[config.mk]
export PLATFORM = sky130hd
export DESIGN_NAME = ipd_step
export DESIGN_NICKNAME = d
export VERILOG_FILES = /design/src/design/ipd_pkg.sv /design/src/design/ipd_step.sv
export SDC_FILE = /design/constraint.sdc
export NUM_CORES = 1
export LEC_CHECK = 0
export BUFFER_PORTS_ARGS = -buffer_cell sky130_fd_sc_hd__buf_2
export CORE_MARGIN = 5
export CORE_UTILIZATION = 59
export DETAILED_ROUTE_END_ITERATION = 7
export PLACE_DENSITY_LB_ADDON = 0.05
export SLEW_MARGIN = 20
export SYNTH_ARGS = -nofsm -noshare
export SYNTH_HDL_FRONTEND = slang
export SYNTH_SLANG_ARGS = --single-unit
[constraint.sdc]
create_clock -name vclk -period 5.7
set_input_delay 1.14 -clock vclk [all_inputs]
set_output_delay 1.14 -clock vclk [all_outputs]
set_load 0.02 [all_outputs]
[src/design/ipd_pkg.sv]
// Shared types and constants for the IPD frame payload extractor.
// Holds the parse phase encoding, the matched characters and the default length width.
// Depends on nothing; every other design file imports it.
package ipd_pkg;

	localparam int BYTE_W = 8;
	localparam int LENGTH_BITS_DEF = 16;

	localparam logic [BYTE_W-1:0] CH_PLUS  = 8'h2B;
	localparam logic [BYTE_W-1:0] CH_I     = 8'h49;
	localparam logic [BYTE_W-1:0] CH_P     = 8'h50;
	localparam logic [BYTE_W-1:0] CH_D     = 8'h44;
	localparam logic [BYTE_W-1:0] CH_COMMA = 8'h2C;
	localparam logic [BYTE_W-1:0] CH_COLON = 8'h3A;
	localparam logic [BYTE_W-1:0] CH_ZERO  = 8'h30;

	typedef enum logic [8:0] {
		PH_IDLE   = 9'b000000001,
		PH_PLUS   = 9'b000000010,
		PH_I      = 9'b000000100,
		PH_P      = 9'b000001000,
		PH_D      = 9'b000010000,
		PH_COMMA1 = 9'b000100000,
		PH_ID     = 9'b001000000,
		PH_LEN    = 9'b010000000,
		PH_DATA   = 9'b100000000
	} phase_t;

	typedef struct packed {
		phase_t phase;
		logic   emit;
		logic   last;
	} step_ctl_t;

endpackage

[src/design/ipd_step.sv]
// Next-state logic of the frame parser: phase transition, length accumulation and payload count.
// Purely combinational; depends on ipd_pkg.
module ipd_step import ipd_pkg::*; #(
	parameter int LENGTH_BITS = LENGTH_BITS_DEF
) (
	input  phase_t                 phase,
	input  logic [LENGTH_BITS-1:0] remaining,
	input  logic [BYTE_W-1:0]      rx_byte,
	output step_ctl_t              ctl,
	output logic [LENGTH_BITS-1:0] remaining_nxt
);

	localparam int SUM_W = LENGTH_BITS + 5;

	logic [SUM_W-1:0]       acc_sum;
	logic [SUM_W-1:0]       acc_diff;
	logic [LENGTH_BITS-1:0] acc_len;
	logic [LENGTH_BITS-1:0] dec_len;

	// The sum is len * 10 + byte, then '0' is taken off with clamping at both ends.
	always_comb begin
		acc_sum = SUM_W'({remaining, 3'b000}) + SUM_W'({remaining, 1'b0}) + SUM_W'(rx_byte);
		acc_diff = acc_sum - SUM_W'(CH_ZERO);
		if (acc_sum < SUM_W'(CH_ZERO)) begin
			acc_len = '0;
		end else if (acc_diff[SUM_W-1:LENGTH_BITS] != '0) begin
			acc_len = '1;
		end else begin
			acc_len = acc_diff[LENGTH_BITS-1:0];
		end
		dec_len = remaining - LENGTH_BITS'(1);
	end

	always_comb begin
		ctl.phase = phase;
		ctl.emit = 1'b0;
		ctl.last = 1'b0;
		remaining_nxt = remaining;
		if (phase == PH_DATA) begin
			if (remaining == '0) begin
				ctl.phase = PH_IDLE;
			end else begin
				remaining_nxt = dec_len;
				ctl.emit = 1'b1;
				ctl.last = (dec_len == '0);
				if (dec_len == '0) begin
					ctl.phase = PH_IDLE;
				end
			end
		end else if (rx_byte == CH_PLUS) begin
			ctl.phase = PH_PLUS;
		end else begin
			unique case (phase)
				PH_IDLE: begin
				end
				PH_PLUS: begin
					if (rx_byte == CH_I) ctl.phase = PH_I;
				end
				PH_I: begin
					if (rx_byte == CH_P) ctl.phase = PH_P;
				end
				PH_P: begin
					if (rx_byte == CH_D) ctl.phase = PH_D;
				end
				PH_D: begin
					if (rx_byte == CH_COMMA) ctl.phase = PH_COMMA1;
				end
				PH_COMMA1: begin
					if (rx_byte != CH_COMMA) ctl.phase = PH_ID;
				end
				PH_ID: begin
					if (rx_byte == CH_COMMA) begin
						ctl.phase = PH_LEN;
						remaining_nxt = '0;
					end
				end
				PH_LEN: begin
					if (rx_byte == CH_COLON) begin
						ctl.phase = (remaining == '0) ? PH_IDLE : PH_DATA;
					end else begin
						remaining_nxt = acc_len;
					end
				end
				default: begin
					ctl.phase = PH_IDLE;
				end
			endcase
		end
	end

endmodule

# After elaboration in Yosys (flattened, before gate mapping)
# Index checks and enable logic that the tools add are counted.
# classes
order_cmp,1
n_eq_ne,16
reduce_logical,3
addsub,4
muxes,23
# ops
operator,n
$mux W16,7
$mux W9,12
$pmux W9 S8,1
$logic_not A16 Y1,2
$pmux W16 S2,1
$eq A8 B6 Y1 const B,3
$eq A8 B7 Y1 const B,3
$add A20 B8 Y21,1
$lt A21 B6 Y1 const B,1
$sub A21 B6 Y21 const B,1
$add A19 B17 Y20,1
$sub A16 B1 Y16 const B,1
$eq A9 B1 Y1 const B,1
$eq A9 B2 Y1 const B,1
$eq A9 B3 Y1 const B,1
$eq A9 B4 Y1 const B,1
$eq A9 B5 Y1 const B,1
$eq A9 B6 Y1 const B,1
$eq A9 B7 Y1 const B,1
$eq A9 B8 Y1 const B,1
$eq A9 B9 Y1 const B,1
$ne A8 B6 Y1 const B,1
$reduce_bool A5 Y1,1
$mux W2,2
# word_totals
wordCells,47
reg_bits,0
inputBits,33
output_inout_bits,27

# Depth between registers and ports, before layout
# Gate-level depths: netlist (run 1).
# logic_depth
ltp_word,10
mapped_depth,16

# Worst setup path after synthesis (run 1)
# Ideal clock, no wire load.
# synth_timing
path_kind,input-to-output
startpoint,input remaining[4]
endpoint,output remaining_nxt[8]
setup_slack_ps,146
n_path_buf,1
t_required_ps,4560
arrival_ps,4414
path_stages,14
cell_sequence,clkbuf_1 -> inv_1 -> fa_1 -> inv_1 -> ha_1 -> a21o_1 -> nand2b_1 -> o2111a_1 -> a211oi_1 -> a21oi_2 -> and4_1 -> o22a_4 -> nor4b_2 -> o221ai_1
# synth_between
elab_chain_len,10
elab_cells_between_ends,14
cone_classes,add/sub: 4; order compare: 1; mux: 7; reduce/logical: 2
# synth_rtl
item,line,text
start: declaration,ipd_step.sv:7,"input logic [LENGTH_BITS-1:0] remaining,"
$add A19 B17 Y20,ipd_step.sv:22,"acc_sum = SUM_W'({remaining, 3'b000}) + SUM_W'({remaining, 1'b0}) + SUM_W'(rx_byte);"
$add A20 B8 Y21,ipd_step.sv:22,
$sub A21 B6 Y21,ipd_step.sv:23,acc_diff = acc_sum - SUM_W'(CH_ZERO);
$reduce_bool A5 Y1,ipd_step.sv:26,end else if (acc_diff[SUM_W-1:LENGTH_BITS] != '0) begin
$mux W16,ipd_step.sv:26,
$mux W16,ipd_step.sv:24,if (acc_sum < SUM_W'(CH_ZERO)) begin
$mux W16,ipd_step.sv:78,if (rx_byte == CH_COLON) begin
$pmux W16 S2,ipd_step.sv:53,unique case (phase)
$mux W16,ipd_step.sv:50,end else if (rx_byte == CH_PLUS) begin
$mux W16 (*),ipd_step.sv:39,if (phase == PH_DATA) begin
end: declaration,ipd_step.sv:10,output logic [LENGTH_BITS-1:0] remaining_nxt
# Mark *: on every way between the ends. The rest lies on a longest branch, timed or not.

# Final worst setup path (run 1)
# layout_timing
startpoint,input remaining[3]
endpoint,output remaining_nxt[11]
# The elaborated chain is that of the path after synthesis.

==> results of run 1 <==
==> worst paths after layout <==
path | to | slack, ns | depth (start not counted)
setup / recovery | remaining_nxt[11] | 0.02 | 15
hold / removal | remaining_nxt[13] | 2.73 | 4
==> kinds of logic (layout without fill, tap and decap cells) <==
group | after synthesis | after routing | synth area share, %
simple gates | 200 | 200 | 37.8
compound gates | 134 | 134 | 32.0
fa+ha+maj | 37 | 37 | 16.9
xor+xnor | 24 | 24 | 7.01
buf+inv | 41 | 119 | 5.97
mux | 1 | 1 | 0.334
==> cell type report <==
type	instances	share of cell area, %
well taps	70	2.25
repair buffers	98	15.6
multi-input cells	396	80.1
inverters	21	2.03
==> what timing repair did <==
action                                 CTS  global route
pin swaps                               10            14
endpoints found under the hold margin    0             0
hold buffers                             0             0
setup buffers                            5             4
setup endpoints to repair               12            16
resized for setup                       20            42
==> through the flow <==
step                      power (uW)  std cells  setup TNS, ns
final                            658        585              0
after CTS                        541        581              0
after global placement           484        576       -0.00317
after floorplan                  346        437              0
after global routing             698        585         -0.438
after detailed placement         491        576         -0.440
==> layout by cell type (no fill, tap or decap), types with 4 or more instances in the layout <==
master / Yosys / final
sky130_fd_sc_hd__nor2b_1: 8 / 8
sky130_fd_sc_hd__and2_1: 4 / 4
sky130_fd_sc_hd__o21ai_0: 24 / 22
sky130_fd_sc_hd__nor3_1: 19 / 15
sky130_fd_sc_hd__nor2_1: 34 / 31
sky130_fd_sc_hd__nor4_1: 10 / 10
sky130_fd_sc_hd__a21o_1: 11 / 10
sky130_fd_sc_hd__nor3_2: 8 / 10
sky130_fd_sc_hd__o21a_1: 4 / 4
sky130_fd_sc_hd__or3_1: 9 / 8
sky130_fd_sc_hd__a211oi_2: 1 / 4
sky130_fd_sc_hd__buf_4: 0 / 41
sky130_fd_sc_hd__xor2_1: 10 / 9
sky130_fd_sc_hd__ha_1: 31 / 27
sky130_fd_sc_hd__xnor2_1: 14 / 10
sky130_fd_sc_hd__o21ai_1: 10 / 11
sky130_fd_sc_hd__and3_1: 7 / 7
sky130_fd_sc_hd__nand2b_1: 10 / 8
sky130_fd_sc_hd__nand3_1: 16 / 16
sky130_fd_sc_hd__buf_2: 4 / 54
sky130_fd_sc_hd__nand2_1: 39 / 38
sky130_fd_sc_hd__o221ai_1: 9 / 8
sky130_fd_sc_hd__inv_1: 20 / 18
sky130_fd_sc_hd__fa_1: 6 / 5
sky130_fd_sc_hd__a21oi_1: 31 / 30
==> layer usage <==
metal	wire length, um	GRT usage (%)	vias to the layer above	part of all wire (%)
li1	-	-	1798	-
met1	4690	43.9	1840	43
met2	5090	51.5	214	47
met3	1020	2.44	10	9.4
met4	104	3.72	0	0.95
met5	0	0	-	0
==> report_power, final <==
group	total [uW]	leakage, uW	internal (uW)	switching (uW)
registers	0	0	0	0
logic	658	0.00167	285	373
clock network	0	0	0	0
==> results by group, run 1 <==
Status
  – Status: completed

Synth
  – Area share of the largest cell type after synthesis: 12.9%
  – Mean instance size in the synthesized netlist: roughly 7 um2
  – Main area contributors after synthesis: sky130_fd_sc_hd__ha_1 (13%), sky130_fd_sc_hd__a21oi_1 (5.2%), sky130_fd_sc_hd__nand2_1 (4.9%), sky130_fd_sc_hd__nor2_1 (4.3%), sky130_fd_sc_hd__xnor2_1 (4.1%)
  – Ranking of synthesized cells by instance count: sky130_fd_sc_hd__nand2_1 (39), sky130_fd_sc_hd__nor2_1 (34), sky130_fd_sc_hd__a21oi_1 (31), sky130_fd_sc_hd__ha_1 (31), sky130_fd_sc_hd__o21ai_0 (24)
  – Combined area of all synthesized cells: 3000 um2
  – Yosys cell types: between 70 and 80
  – Count leader, synth: sky130_fd_sc_hd__nand2_1
  – Sequential area share after synthesis: 0%
  – Post-Syn Instances: approximately 440
  – Net count after synthesis: slightly above 500
  – Synth area leader: sky130_fd_sc_hd__ha_1
  – Yosys warning total: 0

Timing
  – Final setup violation count: 0
  – Max-slew headroom at the worst pin: 56.7%
  – Setup slack after layout: 0.0237 ns
  – Final worst-path cycle share: about 100%
  – Final period demand of the worst path: ~5.7 ns
  – Highest clock rate: between 0.15 and 0.2 GHz
  – Slew at the pin closest to its max-slew limit: approximately 0.64 ns
  – Hold Violations, Final: 0
  – Final worst hold slack: around 2.7 ns
  – Number of pins exceeding their max-slew limit in the final report: 0

Floorplanning
  – Die Y: ~80 um
  – Std cell rows: 26
  – DIE AREA: 6610 um2
  – Die extent in x: around 80 um
  – Initial cell density of the core: between 50% and 60%
  – Std-Cell Core Area: 5010 um2
  – Top-level port count: 60

Setup path
  – Kind of start point of the critical path: primary input
  – Crit-path most repeated cell: sky130_fd_sc_hd__buf_4
  – Nature of the critical path endpoint: output port
  – Worst Path Arrival: about 4.5 ns
  – Required time of the worst setup path: approximately 4.6 ns
  – Slowest Stage Delay on Critical Path: 0.50 ns
  – Count of buffering cells on the critical path with inverters included: 5
  – Largest delay share family, worst path: compound AO/OA/AOI/OAI gates
  – Worst-path cell chain: clkbuf_4, fa_1, ha_1, buf_4, a221oi_4, buf_4, a21oi_2, a211oi_4, and4bb_4, and4_1, o22a_4, buf_6, nor3_2, o221ai_1, buf_4
  – CP Max Fanout: 6
  – Worst path slowest cell: sky130_fd_sc_hd__fa_1
  – Critical Setup Path Class: primary input to output port
  – Startpoint of the worst setup timing path: remaining[3]

Global route
  – Global Route Usage Sum: a little under a third
  – Largest net degree at the start of global routing: 15
  – Via count of the first global-routing pass: about 3.4k
  – First-pass GRT wire length: about 17,000 um
  – Initial antenna violation count: 0
  – Grt total ovfl: 0

Min path
  – Launch point of the worst hold path: remaining[13]
  – Path type of the worst min-delay path: primary input to output port

Final layout
  – Ratio of cells with drive above 1 in the final layout: about a third
  – Multi-input combinational cell area: 3110 um2
  – Final std cell area, no fill: 3890 um2
  – Diode count: 0
  – Layout fillers: slightly above 400
  – Seq. cell area: 0 um2
  – Total of clock buffers placed in the layout: 0
  – Share of the core filled with cells: slightly below 80%
  – Final sequential cell count: 0
  – Area added between synthesis and finish: 29.6%
  – Layout net count: a little under 600

Placed design
  – Post-Place Worst Slack: -0.0980 ns
  – Final Wtd Congestion: a little over 1
  – Number of port buffers: 60
  – Area post-placement: around 3500 um2
  – Hpwl dp: approximately 8200 um

Route
  – Vias per inst: roughly 6.6
  – Average wire per cell in the routed design: about 19 um
  – Via Count: approximately 3.9k
  – DRC violation total after the first TritonRoute iteration: slightly below 300
  – First-pass iteration count of the detailed router: 6
  – DRT Wirelength: about 11,000 um
  – Remaining DRCs: 0
  – Antenna violation net count after detailed routing: 0

Job
  – Number of violations of the max-capacitance limit: 0

Pwr
  – Total power divided by cell area: 169 nW/um2
  – Worst VDD drop: 0.000160 V
  – Leakage power of the design: 0.00167 uW
Note: power is estimated with default switching activity, not from simulation.
==> inputs of run 2 (changes only) <==
CORE_ASPECT_RATIO = 1.5   (was not set)
CORE_MARGIN = 1   (was 5)
==> run 2 against run 1 <==
The flow now finishes with violations (negative setup slack); worst setup slack got worse by 0.16 ns; sequential cell count unchanged; worst hold slack improved by 0.0035 ns; die area decreased by 19%; global-route usage increased by 8.1 points; largest power group unchanged; largest cell class unchanged; critical endpoint is now remaining_nxt[3]; power decreased by 6.6%; wire length increased by 0.84%.
==> results by group, run 2 (synthesis results as in run 1) <==
Route
  – Met1 layer wirelength in the final routing: 3660 um (-22%)
  – Met3 routed wirelength: 819 um (-20%)
  – Topmost layer with routed signal wires: met4
  – DRT Wirelength: 11,000 um (+0.84%)
  – Vias per inst: 6.79 (+2.9%)
  – First-pass iteration count of the detailed router: 5 (-1)
  – Antenna violation net count after detailed routing: 0 (unchanged)
  – Routed wire length on met2: 5840 um (+15%)
  – DRC violation total after the first TritonRoute iteration: 261 (-12%)
  – Remaining DRCs: 0 (unchanged)
  – Via Count: 3,967 (+2.7%)
  – Average wire per cell in the routed design: 18.8 um (+1.0%)

Pwr
  – Switch Pwr: 348 uW (-6.6%)
  – Leakage power of the design: 0.00165 uW (-1.1%)
  – Worst VDD drop: 0.000158 V (-1.1%)
  – Total power divided by cell area: 160 nW/um2 (-5.7%)
  – Relative contribution of sequential cells to total power: 0% (unchanged)
  – Comb power frac: 100.0% (about the same)
  – Switch share: 56.7% (about the same)
  – Internal power consumption: 266 uW (-6.6%)
  – Clk pwr share: 0% (unchanged)

Min path
  – Terminating pin of the worst hold path: remaining_nxt[13]
  – Path type of the worst min-delay path: primary input to output port
  – Hold path depth: 4 (unchanged)
  – Launch point of the worst hold path: remaining[13]

Final layout
  – Ratio of cells with drive above 1 in the final layout: 31.5% (-0.38 points)
  – Most common cell after layout, fill and taps aside: sky130_fd_sc_hd__buf_2
  – Post-Layout Cell Count: 584 (-0.17%)
  – Total of clock buffers placed in the layout: 0 (unchanged)
  – Share of the core filled with cells: 79.4% (+1.8 points)
  – Layout net count: 590 (+0.51%)
  – Final sequential cell count: 0 (unchanged)
  – Area added between synthesis and finish: 28.3%
  – Seq. cell area: 0 um2 (unchanged)
  – Commonest cells after routing, fill and taps aside: sky130_fd_sc_hd__buf_2 (54), sky130_fd_sc_hd__buf_4 (41), sky130_fd_sc_hd__nand2_1 (39)
  – Diode count: 0 (unchanged)

Setup path
  – Crit-path most repeated cell: sky130_fd_sc_hd__buf_2
  – Nature of the critical path endpoint: output port
  – Largest delay share family, worst path: adder cells
  – Count of buffering cells on the critical path with inverters included: 5 (unchanged)
  – CP Max Fanout: 7 (+1)
  – Critical Setup Path Class: primary input to output port
  – Required time of the worst setup path: 4.56 ns (about the same)
  – Slowest Stage Delay on Critical Path: 0.60 ns (+0.10 ns)
  – Worst-path cell chain: buf_2, inv_2, fa_2, inv_1, ha_4, nand2b_4, a211oi_4, buf_6, o21ai_1, xor2_1, and4bb_4, nand3_4, o22a_4, nor3b_1, o221ai_1, buf_2
  – Worst Path Arrival: 4.70 ns (+0.16 ns)
  – Kind of start point of the critical path: primary input
  – Worst path slowest cell: sky130_fd_sc_hd__fa_2

Timing
  – Hold Violations, Final: 0 (unchanged)
  – Final worst-path cycle share: 102% (+2.8 points)
  – Highest clock rate: 0.171 GHz (-2.8%)
  – Slew at the pin closest to its max-slew limit: 0.614 ns (-0.0299 ns)
  – Number of pins exceeding their max-slew limit in the final report: 0 (unchanged)
  – Final worst hold slack: 2.73 ns (+0.00350 ns)
  – Max-slew headroom at the worst pin: 58.7% (+2.0 points)
  – Final period demand of the worst path: 5.84 ns (+0.161 ns)
  – Setup slack after layout: -0.137 ns (-0.161 ns)
  – Final setup violation count: 12 (+12)

Placed design
  – Hpwl dp: 8070 um (-1.4%)
  – Number of port buffers: 60 (unchanged)
  – Final Wtd Congestion: 0.910 (-10%)
  – Number of placed instances with taps included: 577 (+0.17%)

Floorplanning
  – DIE AREA: 5380 um2 (-19%)
  – Die extent in x: 60.2 um (-26%)
  – Std-Cell Core Area: 4850 um2 (-3.2%)
  – Top-level port count: 60 (unchanged)
  – Die Y: 89.3 um (+9.9%)
  – Initial cell density of the core: 61.9% (+2.0 points)
  – Std cell rows: 31 (+19%)

Global route
  – Largest net degree at the start of global routing: 17 (+2)
  – Global Route Usage Sum: 38.8% (+8.1 points)
  – First-pass GRT wire length: 16,100 um (-2.5%)
  – Grt total ovfl: 0 (unchanged)
  – Initial antenna violation count: 0 (unchanged)
  – Via count of the first global-routing pass: 3,559 (+3.6%)

Status
  – Failing checks: negative setup slack
  – Status: complete, but fails checks

Job
  – Number of violations of the max-capacitance limit: 0 (unchanged)
## run 2: cell types whose count changed in the layout (fill, tap and decap cells not counted), moves of 2 or more
cell	before	now
sky130_fd_sc_hd__nor4b_4	3	0
sky130_fd_sc_hd__nor3_4	2	0
sky130_fd_sc_hd__nor4b_2	0	3
sky130_fd_sc_hd__nor3_1	15	18
## run 2: power groups by stage
stage	clock network, uW	logic [uW]	registers, uW
finish	0	614	0
global route	0	655	0
CTS	0	528	0
detailed placement	0	496	0
global placement	0	484	0
floorplan	0	346	0
## run 2: worst max-delay path by stage
stage | from | endpoint | slack (ns) | cells past startpoint
2_1_floorplan | remaining[4] | remaining_nxt[8] | 0.15 | 14
3_3_place_gp | remaining[0] | remaining_nxt[0] | 0.01 | 15
3_5_place_dp | remaining[0] | remaining_nxt[0] | -0.13 | 15
4_1_cts | remaining[1] | remaining_nxt[0] | -0.002 | 17
5_1_grt | remaining[3] | remaining_nxt[3] | -0.20 | 16
6_report | remaining[1] | remaining_nxt[3] | -0.14 | 16
## run 2: stage by stage
step                      setup WS (ns)  total power [uW]  setup TNS, ns  instance area [um2]
after global routing             -0.204               655          -1.46                 3850
after floorplan                   0.146               346              0                 3000
after global placement           0.0102               484              0                 3550
after detailed placement         -0.132               496         -0.859                 3550
after CTS                      -0.00179               528       -0.00179                 3640
final                            -0.137               614         -0.419                 3850
## run 2: metal layers
layer | vias to the layer above | global-route usage, %
met2 | 249 | 72.3
met1 | 1835 | 39.2
li1 | 1815 | -
met3 | 68 | 4.63
met4 | 0 | 24.9
met5 | - | 0
## run 2: cell type report
class | count | area, um2
fillers | 359 | 1000
inverters | 21 | 78.8
multi-input cells | 397 | 3050
well taps | 66 | 82.6
repair buffers | 100 | 639
## run 2: timing repair
item                       CTS  global route
setup buffers                1             5
hold buffers                 0             0
gates cloned                 1             0
gates resized for setup     15            34
setup endpoints to repair   11            16
pin swaps                    7            16
## run 2: worst min-delay path: cells and delay by family
kind,cells,cell delay [ns]
buf+inv,2,0.29
compound gates,2,0.16
==> inputs of run 3 (changes only) <==
CORE_MARGIN = not set   (was 1)
CORE_UTILIZATION = 54   (was 59)
clock period = 5.3 ns   (was 5.7 ns; I/O delays follow)
==> run 3 against run 2 <==
The run still ends with negative setup slack left; first-iteration DRC count is 5.4% lower; power is 31% higher; sequential share of layout area stayed put; worst setup slack worse by 0.13 ns; wire length is 15% higher; clock-buffer cell count stayed put; highest routed layer unchanged.
==> results by group, run 3 (synthesis results as in run 1) <==
Setup path
  – Worst-path cell chain: buf_6, fa_1, inv_2, fa_2, nand2b_4, a211oi_4, o21ai_1, xor2_1, and4bb_4, nand3_4, o22a_4, nor3_1, o221ai_1, buf_4
  – Required time of the worst setup path: 4.24 ns (-0.32 ns)
  – Critical Setup Path Class: primary input to output port
  – Nature of the critical path endpoint: output port
  – Slowest Stage Delay on Critical Path: 0.59 ns (about the same)
  – Worst Path Arrival: 4.51 ns (-0.19 ns)
  – Worst path slowest cell: sky130_fd_sc_hd__fa_1
  – CP Max Fanout: 6 (-1)
  – Kind of start point of the critical path: primary input

Final layout
  – Ratio of cells with drive above 1 in the final layout: 38.6% (+7.1 points)
  – Area added between synthesis and finish: 44.4%
  – Final sequential cell count: 0 (unchanged)
  – Commonest cells after routing, fill and taps aside: sky130_fd_sc_hd__buf_4 (80), sky130_fd_sc_hd__buf_2 (46), sky130_fd_sc_hd__nand2_1 (38)
  – Total of clock buffers placed in the layout: 0 (unchanged)
  – Seq. cell area: 0 um2 (unchanged)
  – Most common cell after layout, fill and taps aside: sky130_fd_sc_hd__buf_4
  – Diode count: 0 (unchanged)
  – Post-Layout Cell Count: 625 (+7.0%)
  – Layout fillers: 349 (-2.8%)
  – Layout net count: 629 (+6.6%)

Timing
  – Post-Route Setup TNS: -3.16 ns (-2.74 ns)
  – Number of pins exceeding their max-slew limit in the final report: 0 (unchanged)
  – Highest clock rate: about 0.18 GHz
  – Final setup violation count: 16 (+4)
  – Max-slew headroom at the worst pin: 53.6% (-5.1 points)
  – Unrepaired setup endpoints after global routing: true
  – Hold Violations, Final: 0 (unchanged)
  – Final worst-path cycle share: 105%
  – Final period demand of the worst path: around 5.6 ns
  – Setup slack after layout: -0.267 ns (-0.131 ns)
  – Slew at the pin closest to its max-slew limit: 0.690 ns (+0.0757 ns)
  – Final worst hold slack: 2.56 ns (-0.167 ns)

Placed design
  – Number of placed instances with taps included: 614 (+6.4%)
  – Number of port buffers: 60 (unchanged)
  – Hpwl dp: 8430 um (+4.4%)
  – Final Wtd Congestion: 0.921 (+1.2%)

Job
  – Number of violations of the max-capacitance limit: 0 (unchanged)

Pwr
  – Relative contribution of sequential cells to total power: 0% (unchanged)
  – Switch Pwr: 436 uW (+25%)
  – Switch share: 54.1% (-2.6 points)
  – Worst VDD drop: 0.000149 V (-5.8%)
  – Total power divided by cell area: 186 nW/um2 (+17%)
  – Internal power consumption: 371 uW (+39%)
  – Comb power frac: 100.0% (about the same)
  – Leakage power of the design: 0.00189 uW (+14%)
  – Clk pwr share: 0% (unchanged)
  – Overall power after layout: 807 uW (+31%)

Route
  – Antenna violation net count after detailed routing: 0 (unchanged)
  – Average wire per cell in the routed design: 20.2 um (+7.4%)
  – DRT Wirelength: 12,600 um (+15%)
  – Via Count: 4,189 (+5.6%)
  – Remaining DRCs: 0 (unchanged)
  – Vias per inst: 6.70 (-1.3%)
  – First-pass iteration count of the detailed router: 5 (unchanged)
  – DRC violation total after the first TritonRoute iteration: 247 (-5.4%)

Global route
  – Grt total ovfl: 0 (unchanged)
  – First-pass GRT wire length: 17,800 um (+10%)
  – Via count of the first global-routing pass: 4,022 (+13%)
  – Global Route Usage Sum: 37.7% (-1.2 points)
  – Largest net degree at the start of global routing: 17 (unchanged)
  – Initial antenna violation count: 0 (unchanged)

Floorplanning
  – Die Y: 93.3 um (+4.4%)
  – Die extent in x: 62.9 um (+4.4%)
  – Initial cell density of the core: 57.2% (-4.7 points)
  – Std-Cell Core Area: 5250 um2 (+8.2%)
  – Std cell rows: 32 (+3.2%)
  – DIE AREA: 5860 um2 (+9.0%)
  – Top-level port count: 60 (unchanged)

Min path
  – Path type of the worst min-delay path: primary input to output port

Status
  – Failing checks: negative setup slack
  – Status: complete, but fails checks
[run 3: changes by cell type in the layout (fill, tap and decap cells not counted), sizes merged]
cell	before	now
buf	99	139
clkbuf	1	0
[run 3: cell type report]
| type | count | area, um2 | area share [%] |
|---|---|---|---|
| inverters | 21 | 78.8 | 1.82 |
| multi-input cells | 397 | 3180 | 73.4 |
| well taps | 68 | 85.1 | 1.96 |
| repair buffers | 139 | 990 | 22.8 |
[run 3: worst paths after layout]
kind	start	endpoint	slack, ns	cells after the start
max	rx_byte[3]	remaining_nxt[14]	-0.27	14
min	rx_byte[0]	remaining_nxt[0]	2.56	4
[run 3: per-layer routing]
| metal | track usage (%) | part of all wire [%] | vias up | wire length, um |
|---|---|---|---|---|
| li1 | - | - | 1894 | - |
| met1 | 35.1 | 34 | 1931 | 4280 |
| met2 | 74.5 | 52 | 265 | 6550 |
| met3 | 2.93 | 6.5 | 99 | 820 |
| met4 | 28.1 | 7.8 | 0 | 983 |
| met5 | 0 | 0 | - | 0 |
[run 3: power groups by stage]
| stage | Combinational, uW | Sequential, uW | Clock, uW |
|---|---|---|---|
| 6_report | 807 | 0 | 0 |
| 5_1_grt | 844 | 0 | 0 |
| 4_1_cts | 698 | 0 | 0 |
| 3_5_place_dp | 614 | 0 | 0 |
| 3_3_place_gp | 600 | 0 | 0 |
| 2_1_floorplan | 374 | 0 | 0 |
[run 3: what timing repair did]
action | in CTS | in global routing
hold buffers | 0 | 0
pin swaps | 38 | 19
gates resized for setup | 55 | 31
buffers inserted | 4 | 6
setup endpoints to repair | 16 | 16
gates cloned | 2 | 0
[run 3: worst max-delay path: cells and delay by family]
family,cells,cell delay (ns)
buffers and inverters,3,0.35
AO/OA/AOI/OAI,4,0.91
AND/OR/NAND/NOR,4,0.87
XOR/XNOR,1,0.38
adder cells (fa/ha/maj),2,0.93
[run 3: metrics by stage]
step                      utilization, %  area [um2]  worst slack, ns
after detailed placement            73.2        3840           -0.223
after global routing                82.6        4330           -0.416
after floorplan                        -        3030           0.0157
after CTS                           79.2        4150         -0.00775
final                               82.6        4330           -0.267
after global placement              73.2        3840           -0.174
